--- src/rtl/dvbtot_pkg.sv ---
package dvbtot_pkg;

  localparam logic [12:0] MIN_SECTION_BYTES = 13'd14;
  localparam logic [12:0] MAX_SECTION_BYTES = 13'd1024;
  localparam logic [4:0]  MAX_DESCRIPTORS   = 5'd16;
  localparam logic [31:0] CRC_POLY          = 32'h04C1_1DB7;
  localparam logic [31:0] CRC_INIT          = 32'hFFFF_FFFF;

  localparam int FIFO_DEPTH = 4;
  localparam int FIFO_AW    = $clog2(FIFO_DEPTH);

  typedef enum logic [1:0] {
    KIND_HEADER  = 2'd0,
    KIND_DESC    = 2'd1,
    KIND_TRAILER = 2'd2,
    KIND_LEN_ERR = 2'd3
  } kind_t;

  typedef struct packed {
    kind_t       kind;
    logic        last_of_run;
    logic [7:0]  tbl_id;
    logic [11:0] section_len_field;
    logic [39:0] utc_stamp;
    logic [11:0] loop_length;
    logic [7:0]  desc_tag;
    logic [7:0]  desc_length;
    logic [11:0] desc_offset;
    logic [4:0]  count_or_index;
    logic [31:0] crc_stored;
    logic [31:0] crc_computed;
  } res_t;

  typedef struct packed {
    logic [1:0] n;
    res_t       r0;
    res_t       r1;
  } push_t;

  function automatic logic [31:0] crc_byte(input logic [31:0] c_in, input logic [7:0] b);
    logic [31:0] c;
    c = c_in ^ {b, 24'd0};
    for (int k = 0; k < 8; k++) begin
      c = c[31] ? ((c << 1) ^ CRC_POLY) : (c << 1);
    end
    return c;
  endfunction

endpackage

--- src/rtl/dvbtot_core.sv ---
module dvbtot_core
  import dvbtot_pkg::*;
(
  input  logic        clk,
  input  logic        rst_n,
  input  logic        accept,
  input  logic [7:0]  data_byte,
  input  logic        first_byte,
  input  logic [12:0] total_length,
  output push_t       push
);

  logic [12:0]        idx_r, idx_nxt, cur_idx;
  logic [12:0]        total_r, total_nxt, cur_total;
  logic               active_r, active_nxt;
  logic [7:0]         tid_r, tid_nxt, cur_tid;
  logic [11:0]        slen_r, slen_nxt, cur_slen;
  logic [11:0]        loop_r, loop_nxt, cur_loop;
  logic [39:0]        utc_r, utc_nxt, cur_utc;
  logic [12:0]        pos_r, pos_nxt, cur_pos;
  logic signed [13:0] left_r, left_nxt, cur_left;
  logic [4:0]         cnt_r, cnt_nxt, cur_cnt;
  logic [7:0]         tag_r, tag_nxt, cur_tag;
  logic [31:0]        crc_r, crc_nxt, cur_crc;
  logic [31:0]        cw_r, cw_nxt, cur_cw;

  // section state as seen by this word: cleared on a first word
  always_comb begin
    if (first_byte) begin
      cur_idx   = '0;
      cur_total = total_length;
      cur_tid   = '0;
      cur_slen  = '0;
      cur_loop  = '0;
      cur_utc   = '0;
      cur_pos   = '0;
      cur_left  = '0;
      cur_cnt   = '0;
      cur_tag   = '0;
      cur_crc   = CRC_INIT;
      cur_cw    = '0;
    end else begin
      cur_idx   = idx_r;
      cur_total = total_r;
      cur_tid   = tid_r;
      cur_slen  = slen_r;
      cur_loop  = loop_r;
      cur_utc   = utc_r;
      cur_pos   = pos_r;
      cur_left  = left_r;
      cur_cnt   = cnt_r;
      cur_tag   = tag_r;
      cur_crc   = crc_r;
      cur_cw    = cw_r;
    end
  end

  always_comb begin
    logic [13:0] i14;
    logic [13:0] off;
    logic [13:0] cp;
    logic [1:0]  sel;
    logic [11:0] hdr_loop;
    logic        have_a;
    logic        have_t;
    res_t        ra;
    res_t        rt;

    i14      = {1'b0, cur_idx};
    off      = {1'b0, cur_pos};
    cp       = 14'd10 + {2'b00, cur_loop};
    sel      = 2'(i14 - cp);
    hdr_loop = {cur_loop[11:8], data_byte};
    have_a   = 1'b0;
    have_t   = 1'b0;
    ra       = '0;
    rt       = '0;

    idx_nxt    = idx_r;
    total_nxt  = total_r;
    active_nxt = active_r;
    tid_nxt    = tid_r;
    slen_nxt   = slen_r;
    loop_nxt   = loop_r;
    utc_nxt    = utc_r;
    pos_nxt    = pos_r;
    left_nxt   = left_r;
    cnt_nxt    = cnt_r;
    tag_nxt    = tag_r;
    crc_nxt    = crc_r;
    cw_nxt     = cw_r;

    if (accept && (first_byte || active_r)) begin
      idx_nxt    = cur_idx;
      total_nxt  = cur_total;
      tid_nxt    = cur_tid;
      slen_nxt   = cur_slen;
      loop_nxt   = cur_loop;
      utc_nxt    = cur_utc;
      pos_nxt    = cur_pos;
      left_nxt   = cur_left;
      cnt_nxt    = cur_cnt;
      tag_nxt    = cur_tag;
      crc_nxt    = cur_crc;
      cw_nxt     = cur_cw;
      active_nxt = 1'b1;

      if (first_byte &&
          (total_length < MIN_SECTION_BYTES || total_length > MAX_SECTION_BYTES)) begin
        active_nxt     = 1'b0;
        have_a         = 1'b1;
        ra.kind        = KIND_LEN_ERR;
      end else begin
        if (i14 + 14'd4 < {1'b0, cur_total}) begin
          crc_nxt = crc_byte(cur_crc, data_byte);
        end

        if (cur_idx == 13'd0) begin
          tid_nxt = data_byte;
        end else if (cur_idx == 13'd1) begin
          slen_nxt[11:8] = data_byte[3:0];
        end else if (cur_idx == 13'd2) begin
          slen_nxt[7:0] = data_byte;
        end else if (cur_idx >= 13'd3 && cur_idx <= 13'd7) begin
          utc_nxt = {cur_utc[31:0], data_byte};
        end else if (cur_idx == 13'd8) begin
          loop_nxt[11:8] = data_byte[3:0];
        end else if (cur_idx == 13'd9) begin
          loop_nxt             = hdr_loop;
          left_nxt             = $signed({2'b00, hdr_loop});
          pos_nxt              = 13'd10;
          have_a               = 1'b1;
          ra.kind              = KIND_HEADER;
          ra.tbl_id            = cur_tid;
          ra.section_len_field = cur_slen;
          ra.utc_stamp         = cur_utc;
          ra.loop_length       = hdr_loop;
        end else begin
          if (i14 == off) begin
            tag_nxt = data_byte;
          end else if (i14 == off + 14'd1 && cur_left >= 14'sd2 &&
                       cur_cnt < MAX_DESCRIPTORS) begin
            have_a            = 1'b1;
            ra.kind           = KIND_DESC;
            ra.desc_tag       = cur_tag;
            ra.desc_length    = data_byte;
            ra.desc_offset    = cur_pos[11:0];
            ra.count_or_index = cur_cnt;
            cnt_nxt           = cur_cnt + 5'd1;
            left_nxt          = cur_left - $signed({6'd0, data_byte}) - 14'sd2;
            pos_nxt           = 13'(off + {6'd0, data_byte} + 14'd2);
          end
          if (i14 >= cp && i14 < cp + 14'd4) begin
            case (sel)
              2'd0:    cw_nxt[31:24] = cur_cw[31:24] | data_byte;
              2'd1:    cw_nxt[23:16] = cur_cw[23:16] | data_byte;
              2'd2:    cw_nxt[15:8]  = cur_cw[15:8]  | data_byte;
              default: cw_nxt[7:0]   = cur_cw[7:0]   | data_byte;
            endcase
          end
        end

        if (i14 + 14'd1 >= {1'b0, cur_total}) begin
          have_t            = 1'b1;
          rt.kind           = KIND_TRAILER;
          rt.last_of_run    = 1'b1;
          rt.count_or_index = cnt_nxt;
          rt.crc_stored     = cw_nxt;
          rt.crc_computed   = crc_nxt;
          active_nxt        = 1'b0;
        end else begin
          idx_nxt = 13'(i14 + 14'd1);
        end
      end
    end

    ra.last_of_run = have_a && !have_t;
    push = '0;
    push.n = {1'b0, have_a} + {1'b0, have_t};
    if (have_a) begin
      push.r0 = ra;
      push.r1 = rt;
    end else begin
      push.r0 = rt;
    end
  end

  always_ff @(posedge clk) begin
    if (!rst_n) begin
      idx_r    <= '0;
      total_r  <= '0;
      active_r <= 1'b0;
      tid_r    <= '0;
      slen_r   <= '0;
      loop_r   <= '0;
      utc_r    <= '0;
      pos_r    <= '0;
      left_r   <= '0;
      cnt_r    <= '0;
      tag_r    <= '0;
      crc_r    <= CRC_INIT;
      cw_r     <= '0;
    end else begin
      idx_r    <= idx_nxt;
      total_r  <= total_nxt;
      active_r <= active_nxt;
      tid_r    <= tid_nxt;
      slen_r   <= slen_nxt;
      loop_r   <= loop_nxt;
      utc_r    <= utc_nxt;
      pos_r    <= pos_nxt;
      left_r   <= left_nxt;
      cnt_r    <= cnt_nxt;
      tag_r    <= tag_nxt;
      crc_r    <= crc_nxt;
      cw_r     <= cw_nxt;
    end
  end

endmodule

--- src/rtl/dvbtot_fifo.sv ---
module dvbtot_fifo
  import dvbtot_pkg::*;
(
  input  logic  clk,
  input  logic  rst_n,
  input  push_t push,
  input  logic  pop,
  output logic  can_take,
  output logic  head_valid,
  output res_t  head
);

  res_t                mem_r [FIFO_DEPTH];
  logic [FIFO_AW-1:0]  wr_ptr_r, wr_ptr_nxt;
  logic [FIFO_AW-1:0]  rd_ptr_r, rd_ptr_nxt;
  logic [FIFO_AW:0]    count_r, count_nxt;
  logic                pop_fire;

  assign head_valid = (count_r != '0);
  assign head       = mem_r[rd_ptr_r];
  assign pop_fire   = pop && head_valid;
  // room for the two results one word can cause
  assign can_take   = (count_r <= (FIFO_AW+1)'(FIFO_DEPTH - 2));

  always_comb begin
    wr_ptr_nxt = wr_ptr_r + FIFO_AW'(push.n);
    rd_ptr_nxt = rd_ptr_r + FIFO_AW'(pop_fire);
    count_nxt  = count_r + (FIFO_AW+1)'(push.n) - (FIFO_AW+1)'(pop_fire);
  end

  always_ff @(posedge clk) begin
    if (push.n != 2'd0) begin
      mem_r[wr_ptr_r] <= push.r0;
    end
    if (push.n == 2'd2) begin
      mem_r[wr_ptr_r + FIFO_AW'(1)] <= push.r1;
    end
  end

  always_ff @(posedge clk) begin
    if (!rst_n) begin
      wr_ptr_r <= '0;
      rd_ptr_r <= '0;
      count_r  <= '0;
    end else begin
      wr_ptr_r <= wr_ptr_nxt;
      rd_ptr_r <= rd_ptr_nxt;
      count_r  <= count_nxt;
    end
  end

endmodule

--- src/rtl/dvb_tot_section_parser.sv ---
// channel   dir  handshake             payload
// in_       in   in_tvalid/in_tready   tdata: data_byte, total_length; tuser: first_byte
// out_      out  out_tvalid/out_tready tdata: result fields; tuser: kind; tlast: last_of_run
//
// one input word per cycle while in_tready is high; the section state and the crc byte step
// sit between the input port and a four-entry result queue, into which results are registered
// a word causes up to two results (descriptor plus trailer); the queue drains one per
// cycle while out_tready is high, and in_tready drops while fewer than two entries are free
// rst_n is synchronous: parser idle, crc preset to all ones, queue empty
// out_tready low stalls only the queue; input is taken until under two entries are free
module dvb_tot_section_parser
  import dvbtot_pkg::*;
(
  input  logic         clk,
  input  logic         rst_n,
  input  logic         in_tvalid,
  output logic         in_tready,
  input  logic [23:0]  in_tdata,   // data_byte, total_length
  input  logic [0:0]   in_tuser,   // first_byte
  output logic         out_tvalid,
  input  logic         out_tready,
  output logic [175:0] out_tdata,  // tbl_id, section_len_field, utc_stamp, loop_length,
                                   // desc_tag, desc_length, desc_offset, count_or_index,
                                   // crc_stored, crc_computed
  output logic [1:0]   out_tuser,  // kind
  output logic         out_tlast
);

  push_t push;
  res_t  head;
  logic  accept;

  assign accept = in_tvalid && in_tready;

  dvbtot_core u_core (
    .clk          (clk),
    .rst_n        (rst_n),
    .accept       (accept),
    .data_byte    (in_tdata[7:0]),
    .first_byte   (in_tuser[0]),
    .total_length (in_tdata[20:8]),
    .push         (push)
  );

  dvbtot_fifo u_fifo (
    .clk        (clk),
    .rst_n      (rst_n),
    .push       (push),
    .pop        (out_tready),
    .can_take   (in_tready),
    .head_valid (out_tvalid),
    .head       (head)
  );

  assign out_tuser = head.kind;
  assign out_tlast = head.last_of_run;
  assign out_tdata = {7'd0, head.crc_computed, head.crc_stored, head.count_or_index,
                      head.desc_offset, head.desc_length, head.desc_tag, head.loop_length,
                      head.utc_stamp, head.section_len_field, head.tbl_id};

`ifndef ASSERT_OFF
  a_push_count: assert property (@(posedge clk) disable iff (!rst_n)
    push.n != 2'd3)
    else $error("more than two results from one word");

  a_push_on_accept: assert property (@(posedge clk) disable iff (!rst_n)
    (push.n != 2'd0) |-> accept)
    else $error("result pushed without an accepted word");

  a_err_last: assert property (@(posedge clk) disable iff (!rst_n)
    (out_tvalid && out_tuser == KIND_LEN_ERR) |-> out_tlast)
    else $error("length error result not last");

  a_trailer_last: assert property (@(posedge clk) disable iff (!rst_n)
    (out_tvalid && out_tuser == KIND_TRAILER) |-> out_tlast)
    else $error("trailer result not last");
`endif

endmodule

--- config.mk ---
export PLATFORM = sky130hd
export DESIGN_NAME = dvb_tot_section_parser
export DESIGN_NICKNAME = d
export VERILOG_FILES = /design/src/rtl/dvbtot_pkg.sv /design/src/rtl/dvbtot_core.sv /design/src/rtl/dvbtot_fifo.sv /design/src/rtl/dvb_tot_section_parser.sv
export SDC_FILE = /design/constraint.sdc
export NUM_CORES = 2
export LEC_CHECK = 0
export BUFFER_PORTS_ARGS = -buffer_cell sky130_fd_sc_hd__buf_2
export CAP_MARGIN = 15
export CORE_MARGIN = 2
export CORE_UTILIZATION = 25
export CTS_BUF_LIST = sky130_fd_sc_hd__clkbuf_16
export CTS_CLUSTER_SIZE = 28
export DETAILED_ROUTE_END_ITERATION = 7
export MAX_ROUTING_LAYER = met4
export SYNTH_ARGS = -nofsm -noshare
export SYNTH_HDL_FRONTEND = slang
export SYNTH_SLANG_ARGS = --single-unit
--- constraint.sdc ---
create_clock -name clk -period 6.8 [get_ports clk]
set_input_delay 0.68 -clock clk [delete_from_list [all_inputs] [get_ports clk]]
set_output_delay 0.68 -clock clk [all_outputs]
set_load 0.01 [all_outputs]
Yosys cells after proc, flatten, opt, wreduce, memory -nomap -nowiden
Memory sizes are Yosys's and may differ from the RTL's. A register that Yosys moved wholly into a read port is not among the register bits.
Index checks and enable logic that the tools add are counted.
{"block": "totals", "register_bits": 210, "ram_bits": 688, "input_bits": 29, "output_inout_bits": 181, "wordCells": 224, "mem_count": 1}
{"name": "u_fifo.mem_r", "words": 4, "width": 172, "rd": 1, "rd_ports_with_merged_regs": 1, "wr": 2, "line": "dvbtot_fifo.sv:13", "text": "res_t mem_r [FIFO_DEPTH];"}
{"block": "op_classes", "addsub": 17, "magnitude_cmp": 11, "n_eq_ne": 9, "mux": 140, "bitwise_logic": 13, "reduce_logical": 17}
{"cell": "$mux 105", "n": 7}
{"cell": "$mux 32", "n": 12}
{"cell": "$mux 172", "n": 2}
{"cell": "$mux 40", "n": 6}
{"cell": "$mux 27", "n": 8}
{"cell": "$mux 69", "n": 3}
{"cell": "$mux 13", "n": 14}
{"cell": "$mux 8", "n": 20}
{"cell": "$mux 14", "n": 10}
{"cell": "$not 14->14", "n": 8}
{"cell": "$mux 12", "n": 9}
{"cell": "$mux 33", "n": 3}
{"cell": "$mux 72", "n": 1}
{"cell": "$mux 5", "n": 10}
{"cell": "$or 8x8->8", "n": 4}
{"cell": "$xor 32x32->32", "n": 1}
{"cell": "$add 13x1->14 const B", "n": 2}
{"cell": "$add 13x3->14 const B", "n": 2}
{"cell": "$eq 13x4->1 const B", "n": 2}
{"cell": "$mux 1", "n": 20}
{"cell": "$mux 2", "n": 10}
{"cell": "$eq 13x14->1", "n": 1}
{"cell": "$ge 14x13->1", "n": 1}
{"cell": "$ge 14x3->1 const B", "n": 1}
{"cell": "other kinds (37)", "n": 50}

Depth between registers and ports, before layout
{"block": "depth", "ltp_word": 23, "mapped_depth": 29, "mapped_depth_nobuf": 23}

Cells and area by module
A second synthesis with hierarchy kept.
{"block": "unflattened", "hier_cells": 3817, "area_unflattened_um2": 49351.1}
{"mod": "dvbtot_fifo", "instances": 1, "cells_per_inst": 1708, "area_each_um2": 33424.6, "seq_area_each_um2": 20799.9}
{"mod": "dvbtot_core", "instances": 1, "cells_per_inst": 2100, "area_each_um2": 15864.0, "seq_area_each_um2": 4063.9}
{"mod": "dvb_tot_section_parser", "instances": 1, "cells_per_inst": 9, "area_each_um2": 62.6, "seq_area_each_um2": 0.0}

Worst setup path before layout
OpenSTA, ideal clock, no wires.
{"block": "synth_timing", "kind": "input -> register", "start": "input port in_tuser", "end": "memory u_fifo.mem_r[0][0] (netlist name) (enable)", "setup_time_ns": 0.425, "arrival_time_ns": 6.657, "required_ns": 6.375, "setup_slack_ns": -0.282, "path_stages": 25, "path_buffers": 7, "cell_sequence": "buf_6 -> buf_6 -> inv_1 -> clkbuf_1 -> clkbuf_1 -> clkbuf_1 -> nand2_1 -> inv_1 -> ha_1 -> nand3_1 -> nor2_1 -> nand2_1 -> nor2_1 -> xnor2_1 -> ha_1 -> and3_1 -> o21ai_0 -> and2_1 -> nand2b_1 -> ha_1 -> nor3_1 -> nor2_1 -> clkbuf_1 -> clkbuf_1 -> inv_1"}
{"item": "start, declared", "line": "dvb_tot_section_parser.sv:19", "text": "input logic [0:0] in_tuser,"}
{"item": "end, declared", "line": "dvbtot_fifo.sv:13"}

==> impl_metrics.csv <==
group,metric,value,unit
finish,seqCellArea,20800,µm²
clock_network,clock_sinks,898,
floorplan,die_x,409,µm
placed_design,globalplace.congestion,0.921,
min_path,hold_path.class,"input port to flop",
placed_design,placed_cell_area,44200,µm²
routing,drcViolationCount,0,
yosys,synthCells,3636,
clock_network,path_clk_slew,0.06,ns
setup_path,worstPathRequired,7.21,ns
clock_network,cts_buffer_depth,3,
power,powerDensity,282,nW/µm²
yosys,synth_warnings,0,
routing,dr_wl_met2,60900,µm
sta,finClkSkew,0.0673,ns
routing,via_per_inst,5.13,
sta,worstMarginPinSlew,1.18,ns
grt,grt_pass1_wl,195000,µm
setup_path,start_kind,"flop",
sta,post-route-worst-setup-slack,1.24,ns
routing,routedWlPerCell,21.8,µm
routing,top_layer,"met4",
setup_path,path_class,"flop to flop",
finish,final_cell_mix,"dfxtp_1 (612), nor2_1 (426), a22o_1 (320)",
yosys,ys_seq_elements,898,
grt,grt_max_degree,110,
placed_design,dp_hpwl,82800,µm
routing,drt_iter0_drc,2860,
clock_network,cts_resized,0,
grt,grt_pass1_vias,29900,
yosys,synth.distinct_cells,108,
sta,slew_violations,0,
yosys,syn_area,41000,µm²
finish,final_cell_area,47500,µm²
power,peakVddDrop,0.217,mV
clock_network,cts_tree,"done",
sta,fmax,180,MHz
sta,finalSetupViolCount,0,
floorplan,start_util,25.2,%
sta,slew_headroom,20.5,%
sta,timing.final.crit_share,81.7,%
status,status,"complete, no violations",
flow_run,cap_violations,0,
routing,m1WireLength,55300,µm
floorplan,fp.dieArea,167000,µm²
placed_design,io_buffers,199,
floorplan,io_pins,210,
clock_network,numCtsBuffers,94,
yosys,synth_area_per_cell,11.3,µm²
sta,fin_setup_tns,0,ns
setup_path,crit_path_end_kind,"flop",
clock_network,postCtsHoldBufs,0,
setup_path,cp_max_fo,33,
power,seq_power_share,42.9,%
power,swShare,28.7,%
sta,hold_viol,0,
placed_design,pre_cts_ws,1.01,ns
sta,whs,0.342,ns
yosys,synth_edf_count,284,
grt,overflow,0,
clock_network,root_buffer,"clkbuf_16",
floorplan,die_y,409,µm
setup_path,arrival,5.96,ns
yosys,synth-seq-area-share,50.8,%
power,power.switching,3.85,mW
floorplan,coreArea,163000,µm²
routing,wl_met3,10700,µm
finish,drive_gt1_share,18.5,%
clock_network,clk_latency,0.75,ns
floorplan,num_rows,148,
routing,num_vias,30600,
finish,multi_input_area,18600,µm²
power,pwr-share-clk,40.6,%
sta,min_period,5.56,ns
finish,final_nets,3845,
power,power.leakage,16.6,nW
clock_network,cts-htree-levels,3,
yosys,ys.flop_type,"dfxtp_1",
routing,routed_wl,130000,µm
power,p_int,9.54,mW
finish,final_common_cell,"dfxtp_1",
power,pwr-share-comb,16.4,%
finish,post-route-util,29.2,%
sta,rsz0062_at_grt,"no",
grt,track_usage,15.6,%
grt,antenna_found_initial,24,
clock_network,postCtsSetupBuffers,0,
finish,areaGrowthSynthToFinish,15.9,%
routing,drtAntennaViolNets,0,
yosys,synthArstFlopShare,0,%
routing,first_pass_iters,6,
finish,fill_cells,16700,
[power groups by stage]
| stage | clock network (mW) | logic, mW | registers (mW) |
|---|---|---|---|
| after global placement | 0 | 2.22 | 5.86 |
| after detailed placement | 0 | 2.23 | 5.87 |
| after floorplan | 0 | 1.57 | 5.76 |
| after global routing | 5.75 | 2.38 | 5.77 |
| after CTS | 5.53 | 2.24 | 5.75 |
| final | 5.44 | 2.20 | 5.75 |
[synth_stat cells, types with 5 or more instances]
library cell,count,area share [%]
o22ai_1,17,0.26
nor2b_1,30,0.46
or3_1,20,0.31
nand3b_1,9,0.16
o31ai_1,8,0.15
and2_1,16,0.24
nand4_1,13,0.20
clkbuf_1,172,1.6
nand2b_1,10,0.15
xnor2_1,92,2.0
a22oi_1,101,1.8
mux4_2,172,9.4
nand3_1,42,0.51
buf_4,10,0.18
or4_1,15,0.27
nor3_1,31,0.38
nand2_2,6,0.092
buf_6,18,0.49
xor2_1,44,0.94
buf_2,69,0.84
a32oi_1,17,0.36
a31oi_1,14,0.21
o211ai_1,26,0.48
mux2i_1,22,0.54
inv_1,70,0.64
nor2_4,25,0.69
o21ai_1,38,0.46
a21oi_1,90,1.1
buf_1,32,0.29
ha_1,102,3.1
nor4_1,14,0.21
nor2_1,431,3.9
a211oi_1,19,0.35
a22o_1,320,6.8
a21o_1,17,0.31
o21a_1,8,0.15
o21ai_0,160,2.0
and4_1,5,0.11
dfxtp_1,614,30
nand2_1,249,2.3
a32o_1,33,0.81
edfxtp_1,284,21
o311ai_1,9,0.19
and3_1,19,0.29
[per-layer routing]
layer  vias to the layer above  track usage [%]
met4                         0             4.64
met2                      1179             24.5
met5                         -                -
li1                      13800                -
met1                     15500             19.9
met3                       208             3.49
[kinds of logic (layout without fill, tap and decap cells)]
logic type / count (synthesis) / in the layout / synth area share, %
AOI/OAI and AO/OA: 942 / 942 / 17.2
xor gates and xnor gates: 144 / 144 / 3.28
adders and majority gates: 106 / 106 / 3.31
buffers and inverters: 375 / 519 / 4.15
DFF: 898 / 898 / 50.8
muxes: 198 / 198 / 10.1
other: 1 / 20 / 0.00914
and+or+nand+nor: 972 / 972 / 11.2
[worst max-delay path, stage by stage (launching register included)]
cell and delay, ns:
dfxtp_1 0.53, nand2_1 0.23, inv_1 0.23, ha_1 0.48, nand2_1 0.12, xnor2_1 0.27
ha_1 0.30, a21o_1 0.19, a21oi_1 0.15, a21oi_1 0.08, o21ai_0 0.43, and2_1 0.31
nand2b_1 0.19, inv_1 0.15, ha_1 0.30, inv_1 0.14, or3_1 0.19, nor4_1 0.09
mux2i_4 0.19, buf_4 0.47, o22ai_1 0.16
[state kept, by name, summed over array words and instances (netlist names)]
register         cells
u_core.pos_r        13
u_fifo.mem_r       688
u_fifo.wr_ptr_r      2
u_core.utc_r        40
u_core.left_r       14
u_core.tag_r         8
u_core.cnt_r         5
u_core.crc_r        32
u_fifo.rd_ptr_r      2
u_core.cw_r         32
u_core.idx_r        13
u_core.loop_r       12
u_core.tid_r         8
u_fifo.count_r       3
u_core.total_r      13
u_core.active_r      1
u_core.slen_r       12
[worst paths after layout]
path | slack (ns) | cells after the start | end | from
min reg2reg | 0.45 | 2 | u_fifo.mem_r[2][73]$_SDFFE_PP0P_ | u_fifo.mem_r[2][73]$_SDFFE_PP0P_
min | 0.34 | 3 | u_fifo.mem_r[2][82]$_SDFFE_PP0P_ | in_tdata[1]
max reg2reg | 1.24 | 20 | u_fifo.mem_r[1][66]$_DFFE_PP_ | u_core.idx_r[1]$_SDFFE_PN0P_
max | 1.24 | 20 | u_fifo.mem_r[1][66]$_DFFE_PP_ | u_core.idx_r[1]$_SDFFE_PN0P_
[layout make-up]
| class | instances | area share (%) |
|---|---|---|
| tap | 2175 | 5.72 |
| antenna | 13 | 0.0684 |
| timing repair buffer | 277 | 3.73 |
| clock inverter | 73 | 1.67 |
| multi-input combinational | 2369 | 39.2 |
| clock buffer | 99 | 5.21 |
| sequential | 898 | 43.8 |
| inverter | 70 | 0.590 |
[per-stage QoR]
| step | total power, mW | cells |
|---|---|---|
| floorplan | 7.33 | 3642 |
| global placement | 8.08 | 5789 |
| detailed placement | 8.09 | 5789 |
| CTS | 13.5 | 5961 |
| global route | 13.9 | 5974 |
| finish | 13.4 | 5974 |
Power figures use the tool's default switching activity.
